===== src/sv/joystick_to_pointer_top_assert.svh =====
// assertion macros for the pointer block
`ifndef JOYSTICK_TO_POINTER_TOP_ASSERT_SVH
`define JOYSTICK_TO_POINTER_TOP_ASSERT_SVH

// checked only while out of reset
`define JTP_ASSERT(label, prop, msg) \
  label: assert property (@(posedge clk_i) disable iff (!rst_ni) prop) else $error(msg);

// checked on every edge, reset included
`define JTP_ASSERT_ALWAYS(label, prop, msg) \
  label: assert property (@(posedge clk_i) prop) else $error(msg);

`endif


===== src/sv/jtp_pkg.sv =====
`timescale 1ns / 1ps
package jtp_pkg;

  localparam int Channels   = 4;
  localparam int ChIdxW     = (Channels > 1) ? $clog2(Channels) : 1;
  localparam int DeadZone   = 14;
  localparam int FullTilt   = 100;
  localparam int ClassicNum = 100;
  localparam int ClassicSh  = 7;
  localparam int SpanRaw    = FullTilt - DeadZone;
  localparam int Span       = (SpanRaw < 1) ? 1 : SpanRaw;
  localparam int SpanSq     = Span * Span;
  localparam int LutDepth   = Span + 1;
  localparam int LutIdxW    = $clog2(LutDepth);
  localparam int SpeedW     = 12;
  localparam int PosW       = 18;
  localparam int SumW       = PosW + 2;
  localparam int DimW       = 11;
  localparam int PixW       = 10;
  localparam int MaxDim     = 1024;
  localparam int CfgDataW   = 11;

  typedef enum logic [0:0] {
    CFG_SCREEN_WIDTH  = 1'b0,
    CFG_SCREEN_HEIGHT = 1'b1
  } cfg_reg_e;

  typedef enum logic [1:0] {
    MODE_REMOTE  = 2'd0,
    MODE_IDLE    = 2'd1,
    MODE_POINTER = 2'd2
  } pointer_mode_e;

  typedef struct packed {
    logic [1:0]        channel;
    logic              remote_present;
    logic              remote_pointing;
    logic              remote_buttons_pressed;
    logic              classic_attached;
    logic              classic_buttons_pressed;
    logic              pad_buttons_pressed;
    logic signed [7:0] pad_stick_x;
    logic signed [7:0] pad_stick_y;
    logic signed [7:0] classic_stick_x;
    logic signed [7:0] classic_stick_y;
  } jtp_in_t;

  typedef struct packed {
    logic [1:0]     out_channel;
    pointer_mode_e  pointer_mode;
    logic [PixW-1:0] pointer_x;
    logic [PixW-1:0] pointer_y;
    logic           center_classic_stick;
  } jtp_out_t;

  typedef logic [SpeedW-1:0] speed_lut_t [LutDepth];

  // speed magnitude in q.8, rounded half up
  function automatic speed_lut_t build_speed_lut();
    speed_lut_t lut;
    for (int d = 0; d < LutDepth; d++) begin
      lut[d] = SpeedW'(256 + (13 * 256 * d * d + SpanSq / 2) / SpanSq);
    end
    return lut;
  endfunction

  localparam speed_lut_t SpeedLut = build_speed_lut();

  function automatic logic [7:0] abs8(logic signed [7:0] v);
    return v[7] ? 8'(-v) : 8'(v);
  endfunction

  // classic stick scaled by 100/128, truncated toward zero
  function automatic logic signed [7:0] scale_classic(logic signed [7:0] v);
    logic [14:0] prod;
    logic [7:0]  m;
    prod = 15'(abs8(v)) * 15'(ClassicNum);
    m    = 8'(prod >> ClassicSh);
    return v[7] ? $signed(8'(-m)) : $signed(m);
  endfunction

  function automatic logic [DimW-1:0] sat_dim(logic [DimW-1:0] v);
    if (v == '0) begin
      return DimW'(1);
    end else if (v > DimW'(MaxDim)) begin
      return DimW'(MaxDim);
    end
    return v;
  endfunction

  function automatic logic [PosW-1:0] clamp_pos(logic signed [SumW-1:0] p,
                                                logic [PosW-1:0] hi);
    if (p < 0) begin
      return '0;
    end else if (p > $signed({2'b00, hi})) begin
      return hi;
    end
    return p[PosW-1:0];
  endfunction

endpackage


===== src/sv/jtp_if.sv =====
`timescale 1ns / 1ps
interface jtp_in_if;
  import jtp_pkg::*;
  logic    valid;
  logic    ready;
  jtp_in_t data;
  modport source (output valid, output data, input ready);
  modport sink (input valid, input data, output ready);
endinterface

interface jtp_out_if;
  import jtp_pkg::*;
  logic     valid;
  logic     ready;
  jtp_out_t data;
  modport source (output valid, output data, input ready);
  modport sink (input valid, input data, output ready);
endinterface


===== src/sv/jtp_speed.sv =====
`timescale 1ns / 1ps
module jtp_speed (
  input  logic signed [7:0]               stick_i,
  output logic signed [jtp_pkg::SpeedW:0] speed_o
);
  import jtp_pkg::*;

  logic [7:0]         mag;
  logic [7:0]         excess;
  logic [SpeedW-1:0]  lut_val;

  always_comb begin
    mag    = abs8(stick_i);
    excess = mag - 8'(DeadZone);
    if (excess > 8'(Span)) begin
      excess = 8'(Span);
    end
    lut_val = SpeedLut[excess[LutIdxW-1:0]];
    if (mag <= 8'(DeadZone)) begin
      speed_o = '0;
    end else if (stick_i[7]) begin
      speed_o = -$signed({1'b0, lut_val});
    end else begin
      speed_o = $signed({1'b0, lut_val});
    end
  end

endmodule


===== src/sv/joystick_to_pointer_top.sv =====
`timescale 1ns / 1ps
`include "joystick_to_pointer_top_assert.svh"
// Stick-driven pointer, one result per frame item. An item is taken into an input register,
// and when it advances, one read-modify-write of the per-channel state (position, placed
// and active flags) forms the result, which is held in an output register until transferred.
// Throughput is one item per clock while the output is accepted, also for consecutive items on
// the same channel; each result passes the input register and then the output register. The
// speed curve is a constant lookup table of 87 entries, so the curve itself needs no multiplier.
// The user must write screen size through the configuration port only while no item is in
// flight; the block itself does not enforce this.
module joystick_to_pointer_top (
  input  logic                          clk_i,
  input  logic                          rst_ni,
  jtp_in_if.sink                        in_i,
  jtp_out_if.source                     out_o,
  input  logic                          cfg_we_i,
  input  jtp_pkg::cfg_reg_e             cfg_idx_i,
  input  logic [jtp_pkg::CfgDataW-1:0]  cfg_wdata_i
);
  import jtp_pkg::*;

  typedef struct packed {
    logic            act_we;
    logic            act_val;
    logic            pos_we;
    logic [PosW-1:0] pos_x;
    logic [PosW-1:0] pos_y;
  } state_wr_t;

  logic [DimW-1:0] width_q, height_q;

  logic            s1_valid_q;
  jtp_in_t         s1_q;
  logic            s1_adv;

  logic            res_valid_q, res_valid_d;
  jtp_out_t        res_q, res_d;

  logic            active_q [Channels];
  logic            placed_q [Channels];
  logic [PosW-1:0] pos_x_q  [Channels];
  logic [PosW-1:0] pos_y_q  [Channels];

  logic [ChIdxW-1:0]       idx;
  logic                    ch_ok;
  logic                    classic, takeover, use_classic, moved, act_now;
  logic signed [7:0]       sel_x, sel_y;
  logic signed [SpeedW:0]  spd_x, spd_y;
  logic [DimW-1:0]         w_sat, h_sat;
  logic [PosW-1:0]         hi_x, hi_y, base_x, base_y;
  logic signed [SumW-1:0]  sum_x, sum_y;
  state_wr_t               wr;

  // configuration
  always_ff @(posedge clk_i or negedge rst_ni) begin
    if (!rst_ni) begin
      width_q  <= DimW'(640);
      height_q <= DimW'(480);
    end else if (cfg_we_i) begin
      case (cfg_idx_i)
        CFG_SCREEN_WIDTH:  width_q  <= cfg_wdata_i;
        CFG_SCREEN_HEIGHT: height_q <= cfg_wdata_i;
        default: ;
      endcase
    end
  end

  // handshake
  assign s1_adv     = s1_valid_q && (!res_valid_q || out_o.ready);
  assign in_i.ready = !s1_valid_q || s1_adv;
  assign out_o.valid = res_valid_q;
  assign out_o.data  = res_q;

  always_comb begin
    res_valid_d = res_valid_q;
    if (s1_adv) begin
      res_valid_d = 1'b1;
    end else if (out_o.ready) begin
      res_valid_d = 1'b0;
    end
  end

  always_ff @(posedge clk_i or negedge rst_ni) begin
    if (!rst_ni) begin
      s1_valid_q  <= 1'b0;
      res_valid_q <= 1'b0;
    end else begin
      if (in_i.ready) begin
        s1_valid_q <= in_i.valid;
      end
      res_valid_q <= res_valid_d;
    end
  end

  always_ff @(posedge clk_i) begin
    if (in_i.valid && in_i.ready) begin
      s1_q <= in_i.data;
    end
    if (s1_adv) begin
      res_q <= res_d;
    end
  end

  // stick selection
  assign classic     = s1_q.remote_present & s1_q.classic_attached;
  assign takeover    = s1_q.remote_present & (s1_q.remote_pointing | s1_q.remote_buttons_pressed);
  assign use_classic = classic && (abs8(s1_q.pad_stick_x) <= 8'(DeadZone))
                               && (abs8(s1_q.pad_stick_y) <= 8'(DeadZone));
  assign sel_x = use_classic ? scale_classic(s1_q.classic_stick_x) : s1_q.pad_stick_x;
  assign sel_y = use_classic ? scale_classic(s1_q.classic_stick_y) : s1_q.pad_stick_y;

  jtp_speed u_speed_x (.stick_i(sel_x), .speed_o(spd_x));
  jtp_speed u_speed_y (.stick_i(sel_y), .speed_o(spd_y));

  // position update
  assign idx     = s1_q.channel[ChIdxW-1:0];
  assign ch_ok   = int'(s1_q.channel) < Channels;
  assign moved   = (spd_x != '0) || (spd_y != '0);
  assign act_now = active_q[idx] | moved | s1_q.pad_buttons_pressed
                 | (classic & s1_q.classic_buttons_pressed);

  assign w_sat  = sat_dim(width_q);
  assign h_sat  = sat_dim(height_q);
  assign hi_x   = {PixW'(w_sat - DimW'(1)), 8'h00};
  assign hi_y   = {PixW'(h_sat - DimW'(1)), 8'h00};
  assign base_x = placed_q[idx] ? pos_x_q[idx] : {w_sat[DimW-1:1], 8'h00};
  assign base_y = placed_q[idx] ? pos_y_q[idx] : {h_sat[DimW-1:1], 8'h00};
  assign sum_x  = $signed({2'b00, base_x}) + SumW'(spd_x);
  assign sum_y  = $signed({2'b00, base_y}) - SumW'(spd_y);

  always_comb begin
    wr                         = '0;
    wr.pos_x                   = clamp_pos(sum_x, hi_x);
    wr.pos_y                   = clamp_pos(sum_y, hi_y);
    res_d                      = '0;
    res_d.out_channel          = s1_q.channel;
    res_d.pointer_mode         = MODE_IDLE;
    if (ch_ok) begin
      wr.act_we = 1'b1;
      if (takeover) begin
        wr.act_val         = 1'b0;
        res_d.pointer_mode = MODE_REMOTE;
      end else begin
        wr.act_val = act_now;
        if (act_now) begin
          wr.pos_we                  = 1'b1;
          res_d.pointer_mode         = MODE_POINTER;
          res_d.pointer_x            = wr.pos_x[PosW-1:8];
          res_d.pointer_y            = wr.pos_y[PosW-1:8];
          res_d.center_classic_stick = classic;
        end
      end
    end
  end

  // per-channel state
  always_ff @(posedge clk_i or negedge rst_ni) begin
    if (!rst_ni) begin
      for (int i = 0; i < Channels; i++) begin
        active_q[i] <= 1'b0;
        placed_q[i] <= 1'b0;
      end
    end else if (s1_adv) begin
      if (wr.act_we) begin
        active_q[idx] <= wr.act_val;
      end
      if (wr.pos_we) begin
        placed_q[idx] <= 1'b1;
      end
    end
  end

  always_ff @(posedge clk_i) begin
    if (s1_adv && wr.pos_we) begin
      pos_x_q[idx] <= wr.pos_x;
      pos_y_q[idx] <= wr.pos_y;
    end
  end

  `JTP_ASSERT(a_pointer_sets_state, s1_adv && (res_d.pointer_mode == MODE_POINTER) |=> active_q[$past(idx)] && placed_q[$past(idx)], "pointer result without active placed channel")
  `JTP_ASSERT(a_remote_clears_active, s1_adv && (res_d.pointer_mode == MODE_REMOTE) |=> !active_q[$past(idx)], "remote takeover left channel active")
  `JTP_ASSERT(a_centre_only_pointer, res_valid_q && res_q.center_classic_stick |-> res_q.pointer_mode == MODE_POINTER, "classic centring outside pointer mode")
  `JTP_ASSERT_ALWAYS(a_ready_when_empty, !s1_valid_q |-> in_i.ready, "input stalled with empty input register")

endmodule

===== src/flat_wrapper.sv =====
// flat-port wrapper written by rule: the top's interface ports become plain ports
module joystick_to_pointer_top_flat import jtp_pkg::*;
  (clk_i, rst_ni, cfg_we_i, cfg_idx_i, cfg_wdata_i, in_i_valid, in_i_data, in_i_ready, out_o_valid, out_o_data, out_o_ready);
  jtp_in_if in_i_i ();
  jtp_out_if out_o_i ();
  input  logic clk_i;
  input  logic rst_ni;
  input  logic cfg_we_i;
  input  jtp_pkg::cfg_reg_e cfg_idx_i;
  input  logic [jtp_pkg::CfgDataW-1:0] cfg_wdata_i;
  input wire logic [$bits(in_i_i.valid)-1:0] in_i_valid;
  input wire logic [$bits(in_i_i.data)-1:0] in_i_data;
  output wire logic [$bits(in_i_i.ready)-1:0] in_i_ready;
  output wire logic [$bits(out_o_i.valid)-1:0] out_o_valid;
  output wire logic [$bits(out_o_i.data)-1:0] out_o_data;
  input wire logic [$bits(out_o_i.ready)-1:0] out_o_ready;
  assign in_i_i.valid = in_i_valid;
  assign in_i_i.data = in_i_data;
  assign in_i_ready = in_i_i.ready;
  assign out_o_valid = out_o_i.valid;
  assign out_o_data = out_o_i.data;
  assign out_o_i.ready = out_o_ready;
  joystick_to_pointer_top u_core (.clk_i(clk_i), .rst_ni(rst_ni), .in_i(in_i_i), .out_o(out_o_i), .cfg_we_i(cfg_we_i), .cfg_idx_i(cfg_idx_i), .cfg_wdata_i(cfg_wdata_i));
endmodule

===== config.mk =====
export PLATFORM = sky130hd
export DESIGN_NAME = joystick_to_pointer_top_flat
export DESIGN_NICKNAME = d
export VERILOG_FILES = /design/src/sv/jtp_pkg.sv /design/src/sv/jtp_if.sv /design/src/sv/jtp_speed.sv /design/src/sv/joystick_to_pointer_top.sv /design/src/flat_wrapper.sv
export VERILOG_INCLUDE_DIRS = /design/src /design/src/sv
export SDC_FILE = /design/constraint.sdc
export NUM_CORES = 1
export LEC_CHECK = 0
export BUFFER_PORTS_ARGS = -buffer_cell sky130_fd_sc_hd__buf_2
export CORE_ASPECT_RATIO = 1.25
export CORE_MARGIN = 5
export CORE_UTILIZATION = 25
export DETAILED_ROUTE_END_ITERATION = 10
export PLACE_DENSITY = 0.4
export SYNTH_ARGS = -nofsm -noshare
export SYNTH_HDL_FRONTEND = slang
export SYNTH_SLANG_ARGS = --single-unit

===== constraint.sdc =====
create_clock -name clk_i -period 17.8 [get_ports clk_i]
set_input_delay 0.89 -clock clk_i [delete_from_list [all_inputs] [get_ports clk_i]]
set_output_delay 0.89 -clock clk_i [all_outputs]
set_load 0.005 [all_outputs]

After elaboration in Yosys (flattened, before gate mapping)
Memory sizes are Yosys's and may differ from the RTL's. A register that Yosys moved wholly into a read port is not among the register bits.
Cells that the tools add are included.
Widths: inputs -> output; s select.
{ "totals": {"register_bits": 97, "latchBits": 0, "ram_bits": 144, "rom_bits": 3072, "output_inout_bits": 27, "mem_count": 4} }
{ "op_classes": {"add_sub_neg": 16, "n_mul": 2, "div": 0, "order_cmp": 16, "n_eq_ne": 0, "shift": 0, "n_mux": 61, "bitwise_logic": 13, "n_reduce_logical": 20} }
{ "memory_table": {"columns": ["name", "depth", "word_bits", "rd", "rd_clocked_by_memory_dff", "wr", "line", "source"], "rows": [
  ["(name not given)", 128, 12, 1, 0, 0, "jtp_speed.sv:18", "lut_val = SpeedLut[excess[LutIdxW-1:0]];"],
  ["(name not given)", 128, 12, 1, 0, 0, "jtp_speed.sv:18", null],
  ["u_core.pos_x_q", 4, 18, 1, 1, 1, "joystick_to_pointer_top.sv:41", "logic [PosW-1:0] pos_x_q [Channels];"],
  ["u_core.pos_y_q", 4, 18, 1, 1, 1, "joystick_to_pointer_top.sv:42", "logic [PosW-1:0] pos_y_q [Channels];"]
]} }
{ "op_table": {"columns": ["op", "count"], "rows": [
  ["$mux 18", 8],
  ["$mux 8", 10],
  ["$mux 11", 6],
  ["$neg 8->8", 8],
  ["$mux 13", 4],
  ["$mux 12", 4],
  ["$gt 20x19->1", 2],
  ["$lt 20x1->1 const B", 2],
  ["$le 8x4->1 const B", 4],
  ["$mul 8x5->13 const B", 2],
  ["$neg 12->13", 2],
  ["$reduce_bool 13->1", 2],
  ["$mux 23", 1],
  ["$gt 11x11->1 const B", 2],
  ["$logic_not 11->1", 2],
  ["$add 19x13->20", 1],
  ["$mux 1", 20],
  ["$sub 10x1->10 const B", 2],
  ["$sub 19x13->20", 1],
  ["$ge 8x8->1 const B", 2],
  ["$gt 8x7->1 const B", 2],
  ["$not 7->8", 2],
  ["$sub 8x4->8 const B", 2],
  ["$mux 7", 2],
  ["17 further kinds", 35]
]} }

Logic depth before layout (Yosys ltp)
Gate-level depths: netlist of run 1.
{ "logic_depth": {"ltp_word": 28, "mapped_depth": 75} }

Hierarchy
Synthesis of run 1 repeated with hierarchy kept, for this count alone.
{ "unflattened": {"cells_unflattened": 2102, "hier_area_um2": 20302.0} }
{ "by_module_without_submodules": {"columns": ["module", "n_inst", "cells_per_inst", "area_each_um2", "seq_area_each_um2"], "rows": [
  ["joystick_to_pointer_top", 1, 1287, 14963.1, 7124.3],
  ["jtp_speed at u_core.u_speed_x", 1, 415, 2681.3, 0.0],
  ["jtp_speed at u_core.u_speed_y", 1, 400, 2657.5, 0.0]
]} }

Worst setup path after synthesis of run 1
No wires, ideal clock.
{ "synth_path": {"path_kind": "reg-to-reg", "from": "reg u_core.s1_q[15] (netlist bit)", "to": "reg u_core.res_q, in the netlist u_core.out_o.data[15], data pin", "arrival_ns": 13.845, "setup_slack_ns": 3.823, "path_stages_with_launch": 66, "path_cell_list": "edfxtp_1 > clkbuf_1 > clkbuf_1 > o21ai_0 > xnor2_1 > ha_1 > ha_1 > fa_1 > ha_1 > clkbuf_1 > and3_1 > o21ai_0 > a2111oi_0 > nor3_1 > a41o_1 > o31a_4 > clkbuf_1 > nor2_1 > [... 30 more ...] > o21ai_0 > a21boi_0 > o21ai_0 > a21boi_0 > o21ai_0 > a21boi_0 > o21a_1 > nor2_1 > xnor2_1 > ha_1 > nand4_1 > nor4b_1 > nand4_1 > o32ai_1 > o21ai_1 > buf_2 > o32ai_2 > o211a_1"} }
{ "synth_rtl": {"columns": ["item", "line", "source"], "rows": [
  ["start, declared", "joystick_to_pointer_top.sv:33", "jtp_in_t s1_q;"],
  ["start signal, assigned", "joystick_to_pointer_top.sv:97", "s1_q <= in_i.data;"],
  ["end signal, assigned", "joystick_to_pointer_top.sv:100", "res_q <= res_d;"],
  ["end, declared", "joystick_to_pointer_top.sv:37", "jtp_out_t res_q, res_d;"]
]} }

==> results.md, run 1 <==
- Detailed-route wire length per cell: 20.6 microns
- Share of cells above drive strength 1: 15.5%
- Htree depth: 1
- First-pass GRT wire length: 103 mm
- NetSw: 1.60 mW
- Die Y: 332 microns
- Non-filler cells, final: 3,284
- Routed Antenna Nets: 0
- Fraction of registers with async set/reset: 13.2%
- Critical path origin: u_core.s1_q[0]
- Core footprint: 82,700 sq um
- Post-DR vias/cell: 5.25
- Main synth FF type: edfxtp_1
- Seq/Total Area, Yosys: 34.3%
- Worst slew margin: 32.4%
- Sw Share: 45.8%
- Hold WC Path Type: in2async
- Combinational power share: 59.8%
- Die area: 88,900 sq um
- Post-synthesis cell area: 20,700 sq um
- Status: complete, no violations
- HPWL Detailed: 49.6 mm
- Skew-Pair Late Insertion Delay: 0.58 ns
- IO Count: 84
- Die Width: 268 microns
- Slew Limit Fails: 0
- Pin count of the biggest net entering global routing: 45
- Avg Cell Area, Syn: 9.69 sq um
- CTS sink cnt: 243
- Ys Warns: 0
- # Max-Cap Violations: 0
- CTS Buf Count: 29
- Number of remaining DRC errors: 0
- Clock skew: 0.0167 ns
- Total gr overflow: 0
- RePlAce Congestion: 0.894
- Post-CTS Repair Setup Buffers: 0
- Critical R2R Capture: u_core.pos_y_q[3][16]
- Clock transition at path regs: 0.06 ns
- Post-synth cell types: 118
- Dominant cells by area after synthesis: edfxtp_1, ha_1, mux4_2
- WS Path Type: reg2reg
- Worst Path Arrival: 16.38 ns
- # rows: 118
- CTS tree: yes
- Post-synth EDFFs: 209
- Final setup violating endpoints: 0
- Setup_tns: 0 ns
- Fin crit period: 16.02 ns
- CP Launch Type: flop
- Area after DPL: 22,300 sq um
- Leading cell type by number of instances after synthesis: edfxtp_1
- Power, Total: 3.49 mW
- Cells after Synth: 2,141
- CP max-delay cell: xor2_1
- Layout area overhead: 12.4%
- CTS Buffer Depth: 3
- Cell taking the most area after synthesis: edfxtp_1
- Static Leak: 8.92 nW
- Crit-path most repeated cell: ha_1
- DR pass1 iterations: 5
- P_int: 1.89 mW
- Final hold violation count: 0
- Tot GR Track Use: 14.5%
- Worst R2R Start: u_core.s1_q[0]
- R2R depth: 63
- Initial antenna violation count: 0
- Crit path required time: 18.16 ns
- Yosys reg bits: 243
- Final period utilization: 90.0%
- Top-area cell type share of the netlist area: 30.2%
- Crit path max fanout: 8
- Final #Nets: 2,403
- Design Area, Final: 23,300 sq um
- Vias in the first global route: 17,200
- Clock group share of total power: 17.7%
- VDD IR-drop max: 0.0818 mV
- Synth cell count leaders: edfxtp_1, ha_1, nor2_1
- Worst slew pin tran: 1.01 ns
- Fmax: 62.4 MHz
- 1st-iter DRT viols: 1,219
- Drt total wl: 67.5 mm
- Core Util, Final: 28.2%
- Setup slack, reg-to-reg: 1.78 ns
- # diodes: 0
- Root buffer cell: clkbuf_16
- Cell Pwr Density: 150 nW/um^2
- RSZ-0062 raised after global routing: false
- Port bufs: 83
- Multi-input combinational cell area: 12,700 sq um
- Total number of vias: 17,200
- Dpl cells: 3,230
- Post-synthesis net count: 2,363
- Seq. cell area: 7130 sq um
- Reg power frac: 22.5%
- CP endpoint kind: flop
- Effective utilization at floorplan: 25.1%
- Crit-path max cell delay: 0.80 ns
- Fillers: 8,781
- Hold buffer count at cts: 0
## critical path: cells and delay by family, from the launching register on
family          cells  cell delay (ns)
mux                 4             0.97
fa+ha+maj           9             2.87
flops               1             0.47
buf+inv             5             0.46
xor+xnor            5             1.74
simple gates       19             4.01
compound gates     21             5.23
## cell usage in the layout (no fill, tap or decap), types with 17 or more instances in the layout
cell type	count
edfxtp_1	209
nor2_1	157
ha_1	157
nand2_1	155
o21ai_0	132
inv_1	112
a21oi_1	107
buf_2	83
xnor2_1	60
nor3_1	59
buf_4	45
nand3_1	44
mux2_2	43
nand2b_1	42
mux4_2	41
xor2_1	35
o211ai_1	33
mux2i_1	32
and2_1	31
and3_1	30
clkbuf_16	29
a31oi_1	27
dfrtp_1	26
o31ai_1	25
nor2b_1	24
o21a_1	23
nand4_1	22
a211oi_1	22
or3_1	21
o211a_1	20
a21o_1	17
## sequential cells by signal (all words and copies together), names as in the netlist, named ones only
register	count
u_core.out_o.data	25
u_core.active_q	4
u_core.s1_q	38
u_core.pos_x_q	72
u_core.pos_y_q	72
u_core.out_o.valid	1
u_core.placed_q	4
u_core.s1_valid_q	1
u_core.idx	2
u_core.width_q	11
u_core.height_q	11
## worst max-delay path by stage
stage | endpoint | cells after the start
3_5_place_dp | u_core.out_o.data[20] | 58
5_1_grt | u_core.out_o.data[20] | 58
4_1_cts | u_core.out_o.data[20] | 58
6_report | u_core.pos_y_q[3][16] | 63
2_1_floorplan | u_core.out_o.data[15] | 65
3_3_place_gp | u_core.out_o.data[20] | 58
## routing by layer
metal / GRT usage [%] / vias to the layer above / part of all wire (%)
met5: 0 / - / 0
met4: 4.63 / 0 / 3.4
met3: 1.98 / 117 / 3.9
met2: 26.1 / 425 / 51
met1: 17.8 / 8455 / 42
li1: - / 8231 / -
## through the flow
stage | setup WS [ns] | hold slack (ns)
finish | 1.78 | 0.397
global route | 0.258 | 0.435
CTS | 1.32 | 0.377
detailed placement | 1.43 | 0.453
global placement | 1.76 | 0.446
floorplan | 3.82 | 0.424
## repair_timing
item                                    in CTS  in global routing
endpoints found under the setup margin       0                 46
resized for setup                            0                  2
endpoints found under the hold margin        0                  0
## layout make-up
| cell class | count | share of cell area, % |
|---|---|---|
| repair buffers | 128 | 3.23 |
| clock inverters | 25 | 1.11 |
| multi-input cells | 1663 | 54.3 |
| flip-flops and latches | 243 | 30.6 |
| clock buffers | 29 | 3.11 |
| inverters | 116 | 1.87 |
| well taps | 1080 | 5.80 |
## cells by family after synthesis
| logic type | count (synthesis) | synth area share (%) |
|---|---|---|
| and+or+nand+nor | 677 | 16.9 |
| DFF | 243 | 34.3 |
| AOI/OAI and AO/OA | 601 | 20.6 |
| muxes | 117 | 8.38 |
| adders and majority gates | 165 | 10.2 |
| buffers and inverters | 235 | 4.85 |
| xor gates and xnor gates | 103 | 4.66 |
## power groups by stage
stage | Combinational [mW] | Clock, mW | Sequential (mW)
2_1_floorplan | 1.51 | 0 | 0.779
3_3_place_gp | 2.08 | 0 | 0.796
3_5_place_dp | 2.07 | 0 | 0.798
4_1_cts | 2.09 | 0.641 | 0.787
5_1_grt | 2.30 | 0.659 | 0.791
6_report | 2.09 | 0.616 | 0.785
(Power assumes the default switching activity.)
==> run 2: changes to the inputs <==
CORE_MARGIN = 3   (was 5)
==> run 2 against run 1 <==
  * Setup slack got worse by 0.11 ns
  * Sequential cell count did not move
  * Global-route usage rose by 0.71 points
  * Sequential share of layout area barely moved
  * Critical endpoint is now u_core.out_o.data[20]
==> results.md, run 2 (synthesized netlist as in run 1, its figures left out) <==
- CTS Buf Count: 27
- Skew-Pair Late Insertion Delay: 0.59 ns
- Combinational power share: 60.1%
- Total number of vias: 17,200
- 1st-iter DRT viols: 1,238
- CP endpoint kind: flop
- HPWL Detailed: 49.8 mm
- Initial antenna violation count: 0
- VDD IR-drop max: 0.0772 mV
- Clock transition at path regs: 0.06 ns
- Vias in the first global route: 17,700
- Crit path required time: 18.10 ns
- Fin crit period: 16.13 ns
- Worst Path Arrival: 16.43 ns
- Total gr overflow: 0
- Final hold violation count: 0
- Clock group share of total power: 17.4%
- Share of cells above drive strength 1: 15.8%
- Worst slew pin tran: 0.998 ns
- Final period utilization: 90.6%
- CP Launch Type: flop
- Number of remaining DRC errors: 0
- Crit-path max cell delay: 0.75 ns
- Sw Share: 45.7%
- Die Y: 328 microns
- Slew Limit Fails: 0
- Most frequent cells in the layout: edfxtp_1, nor2_1, ha_1, nand2_1, o21ai_0
- Layout area overhead: 12.5%
- Drt total wl: 67.7 mm
- DR pass1 iterations: 7
- Tot GR Track Use: 15.2%
- Final setup violating endpoints: 0
- Routed Antenna Nets: 0
- Core footprint: 81,800 sq um
- Post-CTS Repair Setup Buffers: 0
- Fmax: 62.0 MHz
- Worst R2R Start: u_core.s1_q[15]
- Final #Nets: 2,410
- Effective utilization at floorplan: 25.4%
- # Max-Cap Violations: 0
- Critical R2R Capture: u_core.out_o.data[20]
- Cell Pwr Density: 150 nW/um^2
- Setup slack, reg-to-reg: 1.67 ns
- Status: complete, no violations
- Post-DR vias/cell: 5.24
- CP max-delay cell: edfxtp_1
- CTS Buffer Depth: 3
- R2R depth: 59
- RSZ-0062 raised after global routing: false
- Port bufs: 83
- # rows: 117
- Crit-path most repeated cell: o21ai_0
- Root buffer cell: clkbuf_16
- Pin count of the biggest net entering global routing: 51
- WS Path Type: reg2reg
- Core Util, Final: 28.5%
- NetSw: 1.60 mW
- Die Width: 264 microns
- P_int: 1.90 mW
- RePlAce Congestion: 0.926
- Setup_tns: 0 ns
- Fillers: 8,632
- # diodes: 0
- Critical path origin: u_core.s1_q[15]
- Worst slew margin: 33.2%
- Detailed-route wire length per cell: 20.6 microns
- IO Count: 84
- Clock skew: 0.0133 ns
- Hold WC Path Type: in2async
- First-pass GRT wire length: 105 mm
- Reg power frac: 22.5%
- Die area: 86,500 sq um
- Htree depth: 1
- Crit path max fanout: 22
- CTS tree: yes
- CTS sink cnt: 243
- Largest regs: u_core.pos_x_q x72, u_core.pos_y_q x72, u_core.s1_q x38
- Most common cell after layout, fill and taps aside: edfxtp_1
- Static Leak: 8.95 nW
-- run 2: cell types whose count changed in the layout (fill, tap and decap cells not counted), sizes merged --
cell / previous run / this run
buf: 128 / 137
clkinv: 17 / 7
clkbuf: 29 / 35
bufinv: 5 / 4
inv: 117 / 118
-- run 2: what timing repair did --
| action | 4_1_cts | 5_1_grt |
|---|---|---|
| hold buffers | 0 | 0 |
| setup endpoints to repair | 0 | 2 |
| gates resized for setup | 0 | 1 |
-- run 2: area by class of cell --
| class | instances | area [sq um] | area share [%] |
|---|---|---|---|
| well taps | 1071 | 1340 | 5.74 |
| multi-input cells | 1663 | 12700 | 54.2 |
| repair buffers | 137 | 821 | 3.52 |
| flip-flops and latches | 243 | 7130 | 30.5 |
| clock buffers | 35 | 778 | 3.33 |
| clock inverters | 15 | 186 | 0.799 |
| inverters | 116 | 435 | 1.87 |
-- run 2: routing by layer --
| metal | part of all wire [%] | vias up | global-route usage, % |
|---|---|---|---|
| li1 | - | 8223 | - |
| met4 | 3.0 | 0 | 4.89 |
| met1 | 42 | 8462 | 18.3 |
| met3 | 4.0 | 113 | 2.01 |
| met2 | 51 | 405 | 28.0 |
| met5 | 0 | - | 0 |
-- run 2: worst max-delay path: cells and delay by family, from the launching register on --
kind / cells / cell delay [ns]
AO/OA/AOI/OAI: 29 / 7.59
adder cells (fa/ha/maj): 9 / 3.58
AND/OR/NAND/NOR: 16 / 2.89
XOR/XNOR: 4 / 0.86
flip-flops: 1 / 0.75
buffers and inverters: 1 / 0.18
-- run 2: worst max path at each step --
| stage | endpoint | slack (ns) | cells after the start |
|---|---|---|---|
| CTS | u_core.out_o.data[20] | 1.41 | 57 |
| global route | u_core.out_o.data[20] | 0.18 | 57 |
| floorplan | u_core.out_o.data[15] | 3.82 | 65 |
| global placement | u_core.out_o.data[20] | 1.91 | 60 |
| detailed placement | u_core.out_o.data[20] | 1.52 | 57 |
| finish | u_core.out_o.data[20] | 1.67 | 59 |
-- run 2: per-stage QoR --
step                cells  cell area (sq um)  hold slack [ns]  worst slack (ns)  total power, mW
CTS                  3280              23300            0.373              1.41             3.53
floorplan            2141              20700            0.424              3.82             2.29
finish               3280              23300            0.380              1.67             3.49
global placement     3230              22400            0.448              1.91             2.90
detailed placement   3230              22400            0.466              1.52             2.89
global route         3280              23300            0.405             0.179             3.78
-- run 2: power groups by stage --
stage | registers [mW] | logic [mW] | clock network (mW)
finish | 0.786 | 2.10 | 0.607
global route | 0.793 | 2.33 | 0.653
CTS | 0.788 | 2.11 | 0.632
detailed placement | 0.799 | 2.09 | 0
global placement | 0.797 | 2.10 | 0
floorplan | 0.779 | 1.51 | 0
